## config.mk

```make
export PLATFORM = sky130hd
export DESIGN_NAME = button_edge_autorepeat_top
export DESIGN_NICKNAME = d
export VERILOG_FILES = /design/src/rtl/bea_pkg.sv /design/src/rtl/bea_front.sv /design/src/rtl/bea_queue.sv /design/src/rtl/bea_back.sv /design/src/rtl/button_edge_autorepeat_top.sv
export SDC_FILE = /design/constraint.sdc
export NUM_CORES = 2
export LEC_CHECK = 0
export BUFFER_PORTS_ARGS = -buffer_cell sky130_fd_sc_hd__buf_2
export CAP_MARGIN = 20
export CORE_MARGIN = 2
export CORE_UTILIZATION = 35
export CTS_BUF_LIST = sky130_fd_sc_hd__clkbuf_2
export CTS_CLUSTER_DIAMETER = 150
export DETAILED_ROUTE_END_ITERATION = 8
export HOLD_SLACK_MARGIN = 0.15
export REMOVE_ABC_BUFFERS = 1
export SYNTH_ARGS = -nofsm -noshare
export SYNTH_HDL_FRONTEND = slang
export SYNTH_SLANG_ARGS = --single-unit
```

## constraint.sdc

```tcl
create_clock -name clk -period 11.65 [get_ports clk]
set_clock_uncertainty 0.2 [all_clocks]
set_input_delay 1.165 -clock clk [delete_from_list [all_inputs] [get_ports clk]]
set_output_delay 1.165 -clock clk [all_outputs]
set_load 0.02 [all_outputs]
```

## src/rtl/bea_pkg.sv

```systemverilog
// Shared types and constants of the button edge and auto-repeat block.
package bea_pkg;

  localparam int BUTTONS = 16;

  localparam logic [1:0] REG_FIRST_DELAY = 2'd0;
  localparam logic [1:0] REG_INTERVAL    = 2'd1;
  localparam logic [1:0] REG_DEADZONE    = 2'd2;

  localparam logic [15:0] FIRST_DELAY_RESET = 16'd200;
  localparam logic [15:0] INTERVAL_RESET    = 16'd100;
  localparam logic [6:0]  DEADZONE_RESET    = 7'd77;

  localparam logic [2:0] KIND_PRESS   = 3'd0;
  localparam logic [2:0] KIND_RELEASE = 3'd1;
  localparam logic [2:0] KIND_REPEAT  = 3'd2;
  localparam logic [2:0] KIND_STICK_X = 3'd3;
  localparam logic [2:0] KIND_STICK_Y = 3'd4;

  localparam int STEP_W = 5;
  localparam logic [STEP_W-1:0] STEP_X    = 5'd0;
  localparam logic [STEP_W-1:0] STEP_Y    = 5'd1;
  localparam logic [STEP_W-1:0] STEP_BTN0 = 5'd2;
  localparam logic [STEP_W-1:0] STEP_END  = 5'd18;

  typedef enum logic [1:0] {
    BACK_IDLE,
    BACK_SCAN,
    BACK_FLUSH
  } back_state_t;

  typedef struct packed {
    logic [15:0] first_repeat_delay;
    logic [15:0] repeat_interval;
    logic [6:0]  stick_deadzone;
  } cfg_t;

  typedef struct packed {
    logic [1:0]         controller;
    logic               report_valid;
    logic [9:0]         remote_buttons;
    logic               extension_present;
    logic [1:0]         extension_buttons;
    logic signed [7:0]  stick_x;
    logic signed [7:0]  stick_y;
    logic [31:0]        now;
  } poll_t;

  typedef struct packed {
    logic [2:0]        event_kind;
    logic [1:0]        controller_out;
    logic [3:0]        button_index;
    logic signed [7:0] stick_value;
    logic              last_event;
  } event_t;

  typedef struct packed {
    logic [1:0]        controller;
    logic [31:0]       now;
    logic [15:0]       cur;
    logic [15:0]       prev;
    logic              sx_chg;
    logic              sy_chg;
    logic signed [7:0] sx;
    logic signed [7:0] sy;
  } desc_t;

endpackage

```

## src/rtl/bea_front.sv

```systemverilog
// Front part: accepts polls, forms the button levels and keeps per-controller levels and sticks.
module bea_front #(
  parameter int CONTROLLERS = 4
) (
  input  logic           clk,
  input  logic           rst,
  input  logic           in_valid,
  output logic           in_ready,
  input  bea_pkg::poll_t in_item,
  input  logic [6:0]     stick_deadzone,
  output logic           q_push,
  input  logic           q_ready,
  output bea_pkg::desc_t q_data
);

  localparam int CTL_W = (CONTROLLERS > 1) ? $clog2(CONTROLLERS) : 1;

  logic [15:0] levels [CONTROLLERS];
  logic [7:0]  last_x [CONTROLLERS];
  logic [7:0]  last_y [CONTROLLERS];

  logic [CTL_W-1:0]  ci;
  logic              ctl_ok;
  logic [15:0]       cur;
  logic signed [8:0] x9;
  logic signed [8:0] y9;
  logic signed [8:0] dz9;

  assign in_ready = q_ready;
  assign ctl_ok   = (32'(in_item.controller) < CONTROLLERS);
  assign ci       = CTL_W'(in_item.controller);
  assign q_push   = in_valid && in_ready && ctl_ok;

  always_comb begin
    x9  = {in_item.stick_x[7], in_item.stick_x};
    y9  = {in_item.stick_y[7], in_item.stick_y};
    dz9 = {2'b00, stick_deadzone};
    cur = '0;
    if (in_item.report_valid) begin
      cur[9:0] = in_item.remote_buttons;
      if (in_item.extension_present) begin
        cur[11:10] = in_item.extension_buttons;
        cur[12]    = (y9 > dz9);
        cur[13]    = (y9 < -dz9);
        cur[14]    = (x9 < -dz9);
        cur[15]    = (x9 > dz9);
      end
    end
  end

  always_comb begin
    q_data            = '0;
    q_data.controller = in_item.controller;
    q_data.now        = in_item.now;
    q_data.cur        = cur;
    q_data.prev       = levels[ci];
    q_data.sx_chg     = in_item.extension_present && (in_item.stick_x != last_x[ci]);
    q_data.sy_chg     = in_item.extension_present && (in_item.stick_y != last_y[ci]);
    q_data.sx         = in_item.stick_x;
    q_data.sy         = in_item.stick_y;
  end

  always_ff @(posedge clk) begin
    if (rst) begin
      for (int i = 0; i < CONTROLLERS; i++) begin
        levels[i] <= '0;
        last_x[i] <= '0;
        last_y[i] <= '0;
      end
    end else if (q_push) begin
      levels[ci] <= cur;
      if (in_item.extension_present) begin
        last_x[ci] <= in_item.stick_x;
        last_y[ci] <= in_item.stick_y;
      end
    end
  end

endmodule

```

## src/rtl/bea_queue.sv

```systemverilog
// Two-entry queue of classified polls between the front and back parts.
module bea_queue (
  input  logic           clk,
  input  logic           rst,
  input  logic           push,
  output logic           push_ready,
  input  bea_pkg::desc_t push_data,
  output logic           pop_valid,
  input  logic           pop,
  output bea_pkg::desc_t pop_data
);

  bea_pkg::desc_t entries [2];
  logic       wr_ptr;
  logic       rd_ptr;
  logic [1:0] count;

  assign push_ready = (count != 2'd2);
  assign pop_valid  = (count != 2'd0);
  assign pop_data   = entries[rd_ptr];

  always_ff @(posedge clk) begin
    if (push) begin
      entries[wr_ptr] <= push_data;
    end
  end

  always_ff @(posedge clk) begin
    if (rst) begin
      wr_ptr <= 1'b0;
      rd_ptr <= 1'b0;
      count  <= 2'd0;
    end else begin
      if (push) begin
        wr_ptr <= ~wr_ptr;
      end
      if (pop) begin
        rd_ptr <= ~rd_ptr;
      end
      case ({push, pop})
        2'b10:   count <= count + 2'd1;
        2'b01:   count <= count - 2'd1;
        default: count <= count;
      endcase
    end
  end

endmodule

```

## src/rtl/bea_back.sv

```systemverilog
// Back part: steps through a poll's stick axes and buttons; at most one event per cycle.
module bea_back #(
  parameter int CONTROLLERS = 4,
  parameter int TIME_BITS   = 32
) (
  input  logic             clk,
  input  logic             rst,
  input  bea_pkg::cfg_t    cfg,
  input  logic             q_valid,
  output logic             q_pop,
  input  bea_pkg::desc_t   q_data,
  output logic             out_valid,
  input  logic             out_ready,
  output bea_pkg::event_t  out_item
);

  localparam int CTL_W = (CONTROLLERS > 1) ? $clog2(CONTROLLERS) : 1;
  localparam int DEPTH = CONTROLLERS * bea_pkg::BUTTONS;
  localparam int AW    = $clog2(DEPTH);

  logic [TIME_BITS-1:0] mem [DEPTH];

  bea_pkg::back_state_t state;
  bea_pkg::back_state_t state_next;

  bea_pkg::desc_t       d;
  logic [bea_pkg::STEP_W-1:0] a_step;
  logic [bea_pkg::STEP_W-1:0] b_step;
  logic                 b_valid;
  logic [TIME_BITS-1:0] rd_data;
  logic                 pend_valid;
  bea_pkg::event_t      pend;
  bea_pkg::event_t      pend_last;

  logic [CTL_W-1:0]     ci;
  logic [3:0]           a_btn;
  logic [3:0]           b_btn;
  logic [AW-1:0]        addr_a;
  logic [AW-1:0]        addr_b;
  logic [TIME_BITS-1:0] now_t;
  logic [TIME_BITS-1:0] diff;
  logic                 ev_valid;
  bea_pkg::event_t      ev;
  logic                 wr_en;
  logic [TIME_BITS-1:0] wr_data;
  logic                 out_free;
  logic                 b_go;
  logic                 adv;
  logic                 issue;
  logic                 flush_ev;
  logic                 c_lvl;
  logic                 p_lvl;

  assign ci     = CTL_W'(d.controller);
  assign a_btn  = 4'(a_step - bea_pkg::STEP_BTN0);
  assign b_btn  = 4'(b_step - bea_pkg::STEP_BTN0);
  assign addr_a = AW'({ci, a_btn});
  assign addr_b = AW'({ci, b_btn});
  assign now_t  = TIME_BITS'(d.now);
  assign diff   = now_t - rd_data;
  assign c_lvl  = d.cur[b_btn];
  assign p_lvl  = d.prev[b_btn];

  always_comb begin
    ev                = '0;
    ev.controller_out = d.controller;
    ev_valid          = 1'b0;
    wr_en             = 1'b0;
    wr_data           = now_t + TIME_BITS'(cfg.first_repeat_delay);
    if (b_valid) begin
      if (b_step == bea_pkg::STEP_X) begin
        ev_valid       = d.sx_chg;
        ev.event_kind  = bea_pkg::KIND_STICK_X;
        ev.stick_value = d.sx;
      end else if (b_step == bea_pkg::STEP_Y) begin
        ev_valid       = d.sy_chg;
        ev.event_kind  = bea_pkg::KIND_STICK_Y;
        ev.stick_value = d.sy;
      end else if (c_lvl != p_lvl) begin
        ev_valid        = 1'b1;
        ev.event_kind   = c_lvl ? bea_pkg::KIND_PRESS : bea_pkg::KIND_RELEASE;
        ev.button_index = b_btn;
        wr_en           = c_lvl;
      end else if (c_lvl && !diff[TIME_BITS-1]) begin
        ev_valid        = 1'b1;
        ev.event_kind   = bea_pkg::KIND_REPEAT;
        ev.button_index = b_btn;
        wr_en           = 1'b1;
        wr_data         = now_t + TIME_BITS'(cfg.repeat_interval);
      end
    end
  end

  always_comb begin
    pend_last            = pend;
    pend_last.last_event = 1'b1;
  end

  assign out_free = !out_valid || out_ready;
  assign b_go     = b_valid && !(ev_valid && pend_valid && !out_free);
  assign adv      = (state == bea_pkg::BACK_SCAN) && (!b_valid || b_go);
  assign issue    = adv && (a_step != bea_pkg::STEP_END);
  assign flush_ev = (state == bea_pkg::BACK_FLUSH) && pend_valid && out_free;

  always_comb begin
    state_next = state;
    q_pop      = 1'b0;
    case (state)
      bea_pkg::BACK_IDLE: begin
        q_pop = q_valid;
        if (q_valid) begin
          state_next = bea_pkg::BACK_SCAN;
        end
      end
      bea_pkg::BACK_SCAN: begin
        if (adv && (a_step == bea_pkg::STEP_END)) begin
          state_next = bea_pkg::BACK_FLUSH;
        end
      end
      bea_pkg::BACK_FLUSH: begin
        if (!pend_valid || out_free) begin
          state_next = bea_pkg::BACK_IDLE;
        end
      end
      default: state_next = bea_pkg::BACK_IDLE;
    endcase
  end

  always_ff @(posedge clk) begin
    if (rst) begin
      state <= bea_pkg::BACK_IDLE;
    end else begin
      state <= state_next;
    end
  end

  always_ff @(posedge clk) begin
    if (issue) begin
      rd_data <= mem[addr_a];
    end
    if (b_go && wr_en) begin
      mem[addr_b] <= wr_data;
    end
  end

  always_ff @(posedge clk) begin
    if (q_pop) begin
      d <= q_data;
    end
    if (issue) begin
      b_step <= a_step;
    end
    if (b_go && ev_valid) begin
      pend <= ev;
      if (pend_valid) begin
        out_item <= pend;
      end
    end else if (flush_ev) begin
      out_item <= pend_last;
    end
  end

  always_ff @(posedge clk) begin
    if (rst) begin
      a_step     <= '0;
      b_valid    <= 1'b0;
      pend_valid <= 1'b0;
      out_valid  <= 1'b0;
    end else begin
      if ((b_go && ev_valid && pend_valid) || flush_ev) begin
        out_valid <= 1'b1;
      end else if (out_ready) begin
        out_valid <= 1'b0;
      end
      if (q_pop) begin
        a_step  <= '0;
        b_valid <= 1'b0;
      end else if (issue) begin
        a_step  <= a_step + 1'b1;
        b_valid <= 1'b1;
      end else if (adv) begin
        b_valid <= 1'b0;
      end
      if (b_go && ev_valid) begin
        pend_valid <= 1'b1;
      end else if (flush_ev) begin
        pend_valid <= 1'b0;
      end
    end
  end

endmodule

```

## src/rtl/button_edge_autorepeat_top.sv

```systemverilog
// Top level of the button edge detector with auto-repeat.
//
//   Channel  Signals                                 Carries
//   in       in_valid, in_ready, in_item             one controller poll
//   out      out_valid, out_ready, out_item          one button or stick event
//   cfg      cfg_we, cfg_index, cfg_data             register writes, no wait
//
// A poll occupies the back part while it is loaded, while two stick axes and 16
// buttons are stepped through the deadline memory's registered read, and while
// the held final event is released. Output stalls pause the stepping.
// A two-entry queue lets the front take polls while the back is busy.
// Reset clears button levels and stored sticks; deadlines need no clearing.
module button_edge_autorepeat_top #(
  parameter int CONTROLLERS = 4,
  parameter int TIME_BITS   = 32
) (
  input  logic            clk,
  input  logic            rst,
  input  logic            in_valid,
  output logic            in_ready,
  input  bea_pkg::poll_t  in_item,
  output logic            out_valid,
  input  logic            out_ready,
  output bea_pkg::event_t out_item,
  input  logic            cfg_we,
  input  logic [1:0]      cfg_index,
  input  logic [15:0]     cfg_data
);

  bea_pkg::cfg_t  cfg;
  bea_pkg::desc_t push_data;
  bea_pkg::desc_t pop_data;
  logic           push;
  logic           push_ready;
  logic           pop_valid;
  logic           pop;

  always_ff @(posedge clk) begin
    if (rst) begin
      cfg.first_repeat_delay <= bea_pkg::FIRST_DELAY_RESET;
      cfg.repeat_interval    <= bea_pkg::INTERVAL_RESET;
      cfg.stick_deadzone     <= bea_pkg::DEADZONE_RESET;
    end else if (cfg_we) begin
      case (cfg_index)
        bea_pkg::REG_FIRST_DELAY: cfg.first_repeat_delay <= cfg_data;
        bea_pkg::REG_INTERVAL:    cfg.repeat_interval    <= cfg_data;
        bea_pkg::REG_DEADZONE:    cfg.stick_deadzone     <= cfg_data[6:0];
        default:                  cfg                    <= cfg;
      endcase
    end
  end

  bea_front #(
    .CONTROLLERS(CONTROLLERS)
  ) u_front (
    .clk            (clk),
    .rst            (rst),
    .in_valid       (in_valid),
    .in_ready       (in_ready),
    .in_item        (in_item),
    .stick_deadzone (cfg.stick_deadzone),
    .q_push         (push),
    .q_ready        (push_ready),
    .q_data         (push_data)
  );

  bea_queue u_queue (
    .clk        (clk),
    .rst        (rst),
    .push       (push),
    .push_ready (push_ready),
    .push_data  (push_data),
    .pop_valid  (pop_valid),
    .pop        (pop),
    .pop_data   (pop_data)
  );

  bea_back #(
    .CONTROLLERS(CONTROLLERS),
    .TIME_BITS  (TIME_BITS)
  ) u_back (
    .clk       (clk),
    .rst       (rst),
    .cfg       (cfg),
    .q_valid   (pop_valid),
    .q_pop     (pop),
    .q_data    (pop_data),
    .out_valid (out_valid),
    .out_ready (out_ready),
    .out_item  (out_item)
  );

endmodule
```

# [Word level (Yosys, flattened, before mapping)]
# Memory sizes are Yosys's and may differ from the RTL's. A register that Yosys moved wholly into a read port is not among the register bits.
# Index checks and enable logic that the tools add are counted.
[op_classes] n_mux=65 eq_ne=17 bitwise=3 add_sub_neg=9 n_reduce_logical=44 magnitude_cmp=5
[op_table] op="$mux W32" count=5
[op_table] op="$add A32 B16 Y32" count=2
[op_table] op="$mux W18" count=3
[op_table] op="$mux W1" count=34
[op_table] op="$mux W16" count=2
[op_table] op="$mux W8" count=4
[op_table] op="$sub A32 B32 Y32" count=1
[op_table] op="$lt A8 B9 Y1" count=2
[op_table] op="$gt A8 B8 Y1" count=2
[op_table] op="$mux W2" count=8
[op_table] op="$ne A8 B8 Y1" count=2
[op_table] op="$reduce_or A16 Y1" count=1
[op_table] op="$reduce_or A8 Y1" count=2
[op_table] op="$logic_and A1 B1 Y1" count=15
[op_table] op="$reduce_bool A2 Y1" count=5
[op_table] op="$neg A7 Y9" count=1
[op_table] op="$bmux W1 S4" count=2
[op_table] op="$mux W4" count=2
[op_table] op="$reduce_and A2 Y1" count=4
[op_table] op="$sub A4 B2 Y4 const B" count=2
[op_table] op="$eq A2 B1 Y1 const B" count=3
[op_table] op="$eq A2 B2 Y1 const B" count=3
[op_table] op="$logic_not A1 Y1" count=6
[op_table] op="$mux W3" count=2
[op_table] op="20 further kinds" count=30
[totals] mem_count=5 out_inout_bits=20 ff_bits=93 in_bits=87 ram_bits=2344 word_cells=170
[mem_list] memory="u_back.mem" depth=64 width=32 read_ports=1 rd_clocked_by_memory_dff=1 wr=1 line="bea_back.sv:21" source="logic [TIME_BITS-1:0] mem [DEPTH];"
[mem_list] memory="u_queue.entries" depth=2 width=84 read_ports=1 rd_clocked_by_memory_dff=1 wr=1 line="bea_queue.sv:13" source="bea_pkg::desc_t entries [2];"
[mem_list] memory="u_front.levels" depth=4 width=16 read_ports=1 rd_clocked_by_memory_dff=0 wr=4 line="bea_front.sv:18" source="logic [15:0] levels [CONTROLLERS];"
[mem_list] memory="u_front.last_x" depth=4 width=8 read_ports=1 rd_clocked_by_memory_dff=0 wr=4 line="bea_front.sv:19" source="logic [7:0] last_x [CONTROLLERS];"
[mem_list] memory="u_front.last_y" depth=4 width=8 read_ports=1 rd_clocked_by_memory_dff=0 wr=4 line="bea_front.sv:20" source="logic [7:0] last_y [CONTROLLERS];"

# [Logic depth before layout (Yosys ltp)]
[logic_depth] ltp_word=18 mapped_depth=14 mapped_depth_nobuf=12

# [By module]
# Synthesis repeated with hierarchy kept, for this count alone.
[hier_totals] hier_cells=4606 hier_area_um2=100890.5
[modules_own_cells] module="bea_back" cells_per_inst=3625 n_inst=1 seq_area_each_um2=66383.7 area_each_um2=86190.2
[modules_own_cells] module="bea_front" cells_per_inst=545 n_inst=1 seq_area_each_um2=3843.7 area_each_um2=6852.8
[modules_own_cells] module="bea_queue" cells_per_inst=283 n_inst=1 seq_area_each_um2=5144.9 area_each_um2=6256.0
[modules_own_cells] module="button_edge_autorepeat_top" cells_per_inst=153 n_inst=1 seq_area_each_um2=780.7 area_each_um2=1591.5

# [Worst setup path after synthesis]
# Ideal clock, no wire load.
[synth_timing] path_kind="reg2reg" start="register u_queue.count[0]" end="register u_queue.count[1]" stages_incl_launch_ff=6 n_path_buf=0 arrival_ps=7816 slack_ps=3564 setup_ps=70 period_less_slack_ps=8086 required_time_ps=11380 path_cell_list="dfxtp_1 > nor2_1 > nor3_1 > ha_1 > or3_1 > a21oi_1"
[synth_via] elab_chain_len=4 elab_cells_between_ends=10 cone_classes="add/sub: 2; eq/ne: 3; mux: 2; reduce/logical: 3"
[synth_rtl] element="start: declaration" line="bea_queue.sv:16" source="logic [1:0] count;"
[synth_rtl] element="start signal: assignment" line="bea_queue.sv:41" source="2'b10: count <= count + 2'd1;"
[synth_rtl] element="start signal: assignment" line="bea_queue.sv:42" source="2'b01: count <= count - 2'd1;"
[synth_rtl] element="start signal: assignment" line="bea_queue.sv:43" source="default: count <= count;"
[synth_rtl] element="$reduce_bool A2 Y1 (*)" line="bea_queue.sv:19" source="assign pop_valid = (count != 2'd0);"
[synth_rtl] element="$mux W1 (*)" line="bea_back.sv:108" source="case (state)"
[synth_rtl] element="via pop" line="button_edge_autorepeat_top.sv:36" source="logic pop;"
[synth_rtl] element="$eq A2 B1 Y1 or $eq A2 B2 Y1 (tied branches)" line="bea_queue.sv:40" source="case ({push, pop})"
[synth_rtl] element="$pmux W2 S2 or $reduce_bool A2 Y1 (tied branches)"
# The timed path passes the listed nets; every way through them passes the cells marked *.
# A chain may end at the register's enable or synchronous reset.

# [Worst setup path in the final report]
[layout_timing] start="register u_back.b_step[1] (netlist name)" end="memory u_back.mem[29][1] (enable)"
[layout_via] elab_chain_len=16 elab_cells_between_ends=25 cone_classes="add/sub: 1; eq/ne: 2; mux: 15; reduce/logical: 7"
[layout_rtl] element="start: declaration" line="bea_back.sv:28" source="logic [bea_pkg::STEP_W-1:0] b_step;"
[layout_rtl] element="start signal: assignment" line="bea_back.sv:151" source="b_step <= a_step;"
[layout_rtl] element="$sub A4 B2 Y4" line="bea_back.sv:56" source="assign b_btn = 4'(b_step - bea_pkg::STEP_BTN0);"
[layout_rtl] element="$bmux W1 S4" line="bea_back.sv:61" source="assign c_lvl = d.cur[b_btn];"
[layout_rtl] element="$mux W1 (not written as such)" line="bea_back.sv:61"
[layout_rtl] element="$logic_and A1 B1 Y1" line="bea_back.sv:84" source="end else if (c_lvl && !diff[TIME_BITS-1]) begin"
[layout_rtl] element="$mux W1" line="bea_back.sv:84"
[layout_rtl] element="$mux W1" line="bea_back.sv:79" source="end else if (c_lvl != p_lvl) begin"
[layout_rtl] element="$mux W1" line="bea_back.sv:75" source="end else if (b_step == bea_pkg::STEP_Y) begin"
[layout_rtl] element="$mux W1" line="bea_back.sv:71" source="if (b_step == bea_pkg::STEP_X) begin"
[layout_rtl] element="$mux W1" line="bea_back.sv:70" source="if (b_valid) begin"
[layout_rtl] element="$logic_and A1 B1 Y1 (2 in a row)" line="bea_back.sv:100" source="assign b_go = b_valid && !(ev_valid && pend_valid && !out_free);"
[layout_rtl] element="$logic_not A1 Y1" line="bea_back.sv:100"
[layout_rtl] element="$logic_and A1 B1 Y1" line="bea_back.sv:100"
[layout_rtl] element="$logic_and A1 B1 Y1" line="bea_back.sv:141" source="if (b_go && wr_en) begin"
[layout_rtl] element="$mux W1" line="bea_back.sv:141"
[layout_rtl] element="$mux W1 (not written as such)" line="bea_back.sv:142" source="mem[addr_b] <= wr_data;"
[layout_rtl] element="end: declaration" line="bea_back.sv:21"
# Several ways; a longest one is shown, not always the timed one. The select of a mux whose other input is x is not followed.

==> impl_results.md <==
* P&R area growth vs syn at 13.86%
* Portion of the clock cycle consumed by the worst path in the final layout at a little under half
* Horizontal extent of the die at between 500 and 600 um
* Count of input and output buffers at roughly 110
* Final total negative setup slack at 0 ns
* Average size of a mapped cell at 21.62 um2
* Number of placement rows at 196
* Placed cells at 8,464
* H-tree depth at 6
* Sinks on the clock net at between 2,000 and 3,000
* Count of boundary I/O pins at around 110
* CP startpoint kind: register
* Slew headroom at between 20% and 30%
* Instance count along the most critical hold path at 0
* Starting density of the core at a little over a third
* Critical path capture point type: register
* Portion of the post-synthesis area used by sequential elements at between 70% and 80%
* Number of antenna violations at the first check in global routing at 22
* Number of max-cap violations at 0
* Overall via count from detail_route at 51,020
* Placeable core region at roughly 290,000 um2
* Most used standard cell by instance count after synthesis: sky130_fd_sc_hd__edfxtp_1
* Final routed wirelength across all metal layers at about 250,000 um
* Minimum period implied by the final worst setup slack at 5.490 ns
* GRT Residual Overflow at 0
* Post-CTS sizing at 0
* Setup slack, reg-to-reg at 6.16 ns
* RSZ-0062 raised after global routing: no
* Run status: completed
* Yosys synthesis warning count at 0
* Vertical die dimension at approximately 540 um
* Hold/Removal Path Class: reg -> reg
* Crit Path Max Fanout at 20
* Synth top cells by count: sky130_fd_sc_hd__edfxtp_1, sky130_fd_sc_hd__mux4_2, sky130_fd_sc_hd__clkbuf_1
* Pin count of the biggest net entering global routing at 130
* Top-area cell type share of the netlist area at 74.51%
* Area of the mapped netlist at around 100,000 um2
* DRC Markers at 0
* Via-to-Cell Ratio at 5.244
* First-pass GRT wire length at roughly 360,000 um
* Number of distinct library cells after synthesis at between 60 and 70
* First-iteration detailed-routing DRC count at around 5,000
* Kind of critical path: reg -> reg
* Clock-pin transition on the worst setup and hold timing paths at roughly 0.10 ns
* Routed Antenna Nets at 0
* Number of enable-type register cells in the synthesized netlist at 2,500
* Peak supply drop at ~160 uV
* Filler instances at between 20,000 and 30,000
* Biggest area contributors in the synthesized netlist: sky130_fd_sc_hd__edfxtp_1, sky130_fd_sc_hd__mux4_2, sky130_fd_sc_hd__ha_1
* Clock insertion delay at the later pin of the skew report at 1.74 ns
* Slew at the pin with the worst max-slew slack at 1.062 ns
* Routability-driven placement congestion ratio at ~0.82
* CTS tree: yes
* Switching part of the total at approximately a third
* Hold Crit Endpoint: u_back.out_item[10]
* Net count reported at finish at approximately 5,700
* CTS root buffer: sky130_fd_sc_hd__clkbuf_2
* Num CTS Buffers at approximately 620
* Vias in the first global route at roughly 53,000
* HPWL after DPL at ~140,000 um
* WL/cell at about 26 um
* R2R depth at 12
* WP data required at approximately 13 ns
* Fraction of power consumed by combinational cells at between 20% and 30%
* All-layer global routing usage at 16.82%
* Start point of the worst hold path: u_back.pend[10]
* Count of final hold-check violations at 0
* Pre-antenna DRT Iters at 5
* Post-route non-filler standard cell count at a little under 10,000
* Reg-to-reg endpoint: u_back.mem[29][1]
* Post-layout power at 25.26 mW
* Maximum buffer depth of the clock tree at 4
* Count of final setup violators at 0
* Biggest area consumer among synthesized cells: sky130_fd_sc_hd__edfxtp_1
* Yosys reg bits at between 2,000 and 3,000
* Final Slew Violations at 0
* Max frequency at 182.1 MHz
* Top_reg_cell synth: sky130_fd_sc_hd__edfxtp_1
* Post-CTS setup buffers at 0
* Static Leak at between 30 and 40 nW
* Worst EP arrival at between 6 and 7 ns
* Internal cell power at about 17 mW
* Worst flop-to-flop path startpoint: u_back.b_step[1]
* Hold Slack at 0.1715 ns
* Post-synthesis instance total at around 4,700
* Power dissipated by switching net loads at between 8 and 9 mW
* Share of synthesized registers carrying an async set or reset at 0%
* Cell Pwr Density at between 200 and 250 nW/um2
* Proportion of layout cells with a drive suffix above 1 at roughly 36%
* Share of power burned in the clock network at approximately a quarter
* Die ar. at 292,200 um2
* Register share of total power at roughly half
-- per-stage QoR --
stage / util [%] / area, um2 / setup slack (ns)
after detailed placement: 37.49 / 107100 / 6.081
after global placement: 37.48 / 107100 / 6.157
after floorplan: - / 99880 / -12.79
final: 40.15 / 114700 / 6.160
after global routing: 40.15 / 114700 / 5.820
after CTS: 40.13 / 114600 / 6.076
-- kinds of logic after synthesis --
logic type / share of synthesized area [%]
flops: 75.57
mux: 17.12
simple gates: 2.783
buf+inv: 1.228
compound gates: 1.475
fa+ha+maj: 1.331
xor+xnor: 0.4955
-- repair_timing --
| item | CTS | global route |
|---|---|---|
| endpoints found under the setup margin | 0 | 0 |
| hold endpoints to repair | 484 | 0 |
| hold buffers | 182 | 0 |
-- flip-flops by register name, summed over array words and instances (netlist names), 17 cells and up --
| signal | flops |
|---|---|
| u_back.mem | 2048 |
| u_back.out_item | 18 |
| u_front.last_x | 32 |
| u_back.d | 50 |
| u_back.now_t | 32 |
| u_back.rd_data | 32 |
| u_front.last_y | 32 |
| u_queue.entries | 168 |
| cfg | 39 |
| u_front.levels | 64 |
| u_back.pend | 17 |
-- layout by cell type (no fill, tap or decap), drive strengths merged, types with 5 or more instances in the layout --
cell / count
nor2b: 15
o21ai: 49
inv: 111
o22ai: 6
mux4: 714
clkinvlp: 10
dlygate4sd3: 182
edfxtp: 2500
mux2i: 20
nor3: 93
nor4: 7
dfxtp: 53
buf: 269
nand2b: 22
xor2: 28
o31ai: 8
clkbuf: 876
and2: 8
or3: 5
bufinv: 19
clkinv: 151
diode: 13
nand3: 31
nand3b: 9
nor2: 158
a21o: 15
o21bai: 5
xnor2: 29
o31a: 5
ha: 104
mux2: 86
and3: 17
nand4: 17
or2: 7
or4: 10
a21oi: 79
a211oi: 7
nand2: 156
o21a: 29
-- critical path, cell delays in order, from the launching register on --
cell	delay, ns
sky130_fd_sc_hd__edfxtp_1	0.69
sky130_fd_sc_hd__inv_1	0.18
sky130_fd_sc_hd__ha_1	0.25
sky130_fd_sc_hd__xnor2_1	0.56
sky130_fd_sc_hd__mux4_2	0.44
sky130_fd_sc_hd__ha_1	0.36
sky130_fd_sc_hd__a21oi_1	0.08
sky130_fd_sc_hd__nand2_1	0.10
sky130_fd_sc_hd__nor2_1	0.09
sky130_fd_sc_hd__or4b_4	0.71
sky130_fd_sc_hd__buf_4	0.38
sky130_fd_sc_hd__nor3_4	0.65
sky130_fd_sc_hd__buf_4	0.44
-- layout make-up --
class / instances / area, um2 / area share, %
antenna: 13 / 32.53 / 0.02836
clock buffer: 876 / 4384 / 3.822
clock inverter: 192 / 1323 / 1.153
inverter: 99 / 374.1 / 0.3261
multi-input combinational: 1784 / 24090 / 21.00
sequential: 2553 / 76140 / 66.37
tap: 3762 / 4707 / 4.103
timing repair buffer: 451 / 3661 / 3.191
-- power by group through the flow --
stage          sequential, mW  combinational, mW  clock [mW]
3_3_place_gp             12.5               6.81           0
2_1_floorplan            13.0               5.63           0
6_report                 12.3               6.95        6.01
4_1_cts                  12.3               7.01        6.22
5_1_grt                  12.3               7.42        6.66
3_5_place_dp             12.5               6.95           0
-- metal layers --
layer / GRT usage (%) / part of all wire, % / vias up
li1: - / - / 21540
met5: 0 / 0.013 / -
met2: 26.39 / 47 / 2144
met1: 23.67 / 43 / 26990
met4: 4.312 / 1.9 / 4
met3: 3.843 / 8.0 / 348
-- worst max-delay path by stage --
stage                          start  slack, ns           endpoint
finish              u_back.b_step[1]       6.16  u_back.mem[29][1]
global route        u_back.b_step[1]       5.82  u_back.mem[29][1]
CTS                 u_back.b_step[1]       6.08  u_back.mem[29][4]
detailed placement  u_back.b_step[1]       6.08  u_back.mem[29][2]
global placement    u_back.b_step[0]       6.16  u_back.mem[39][5]
floorplan           u_back.a_step[1]     -12.79  u_back.rd_data[0]
Power figures use the tool's default switching activity.
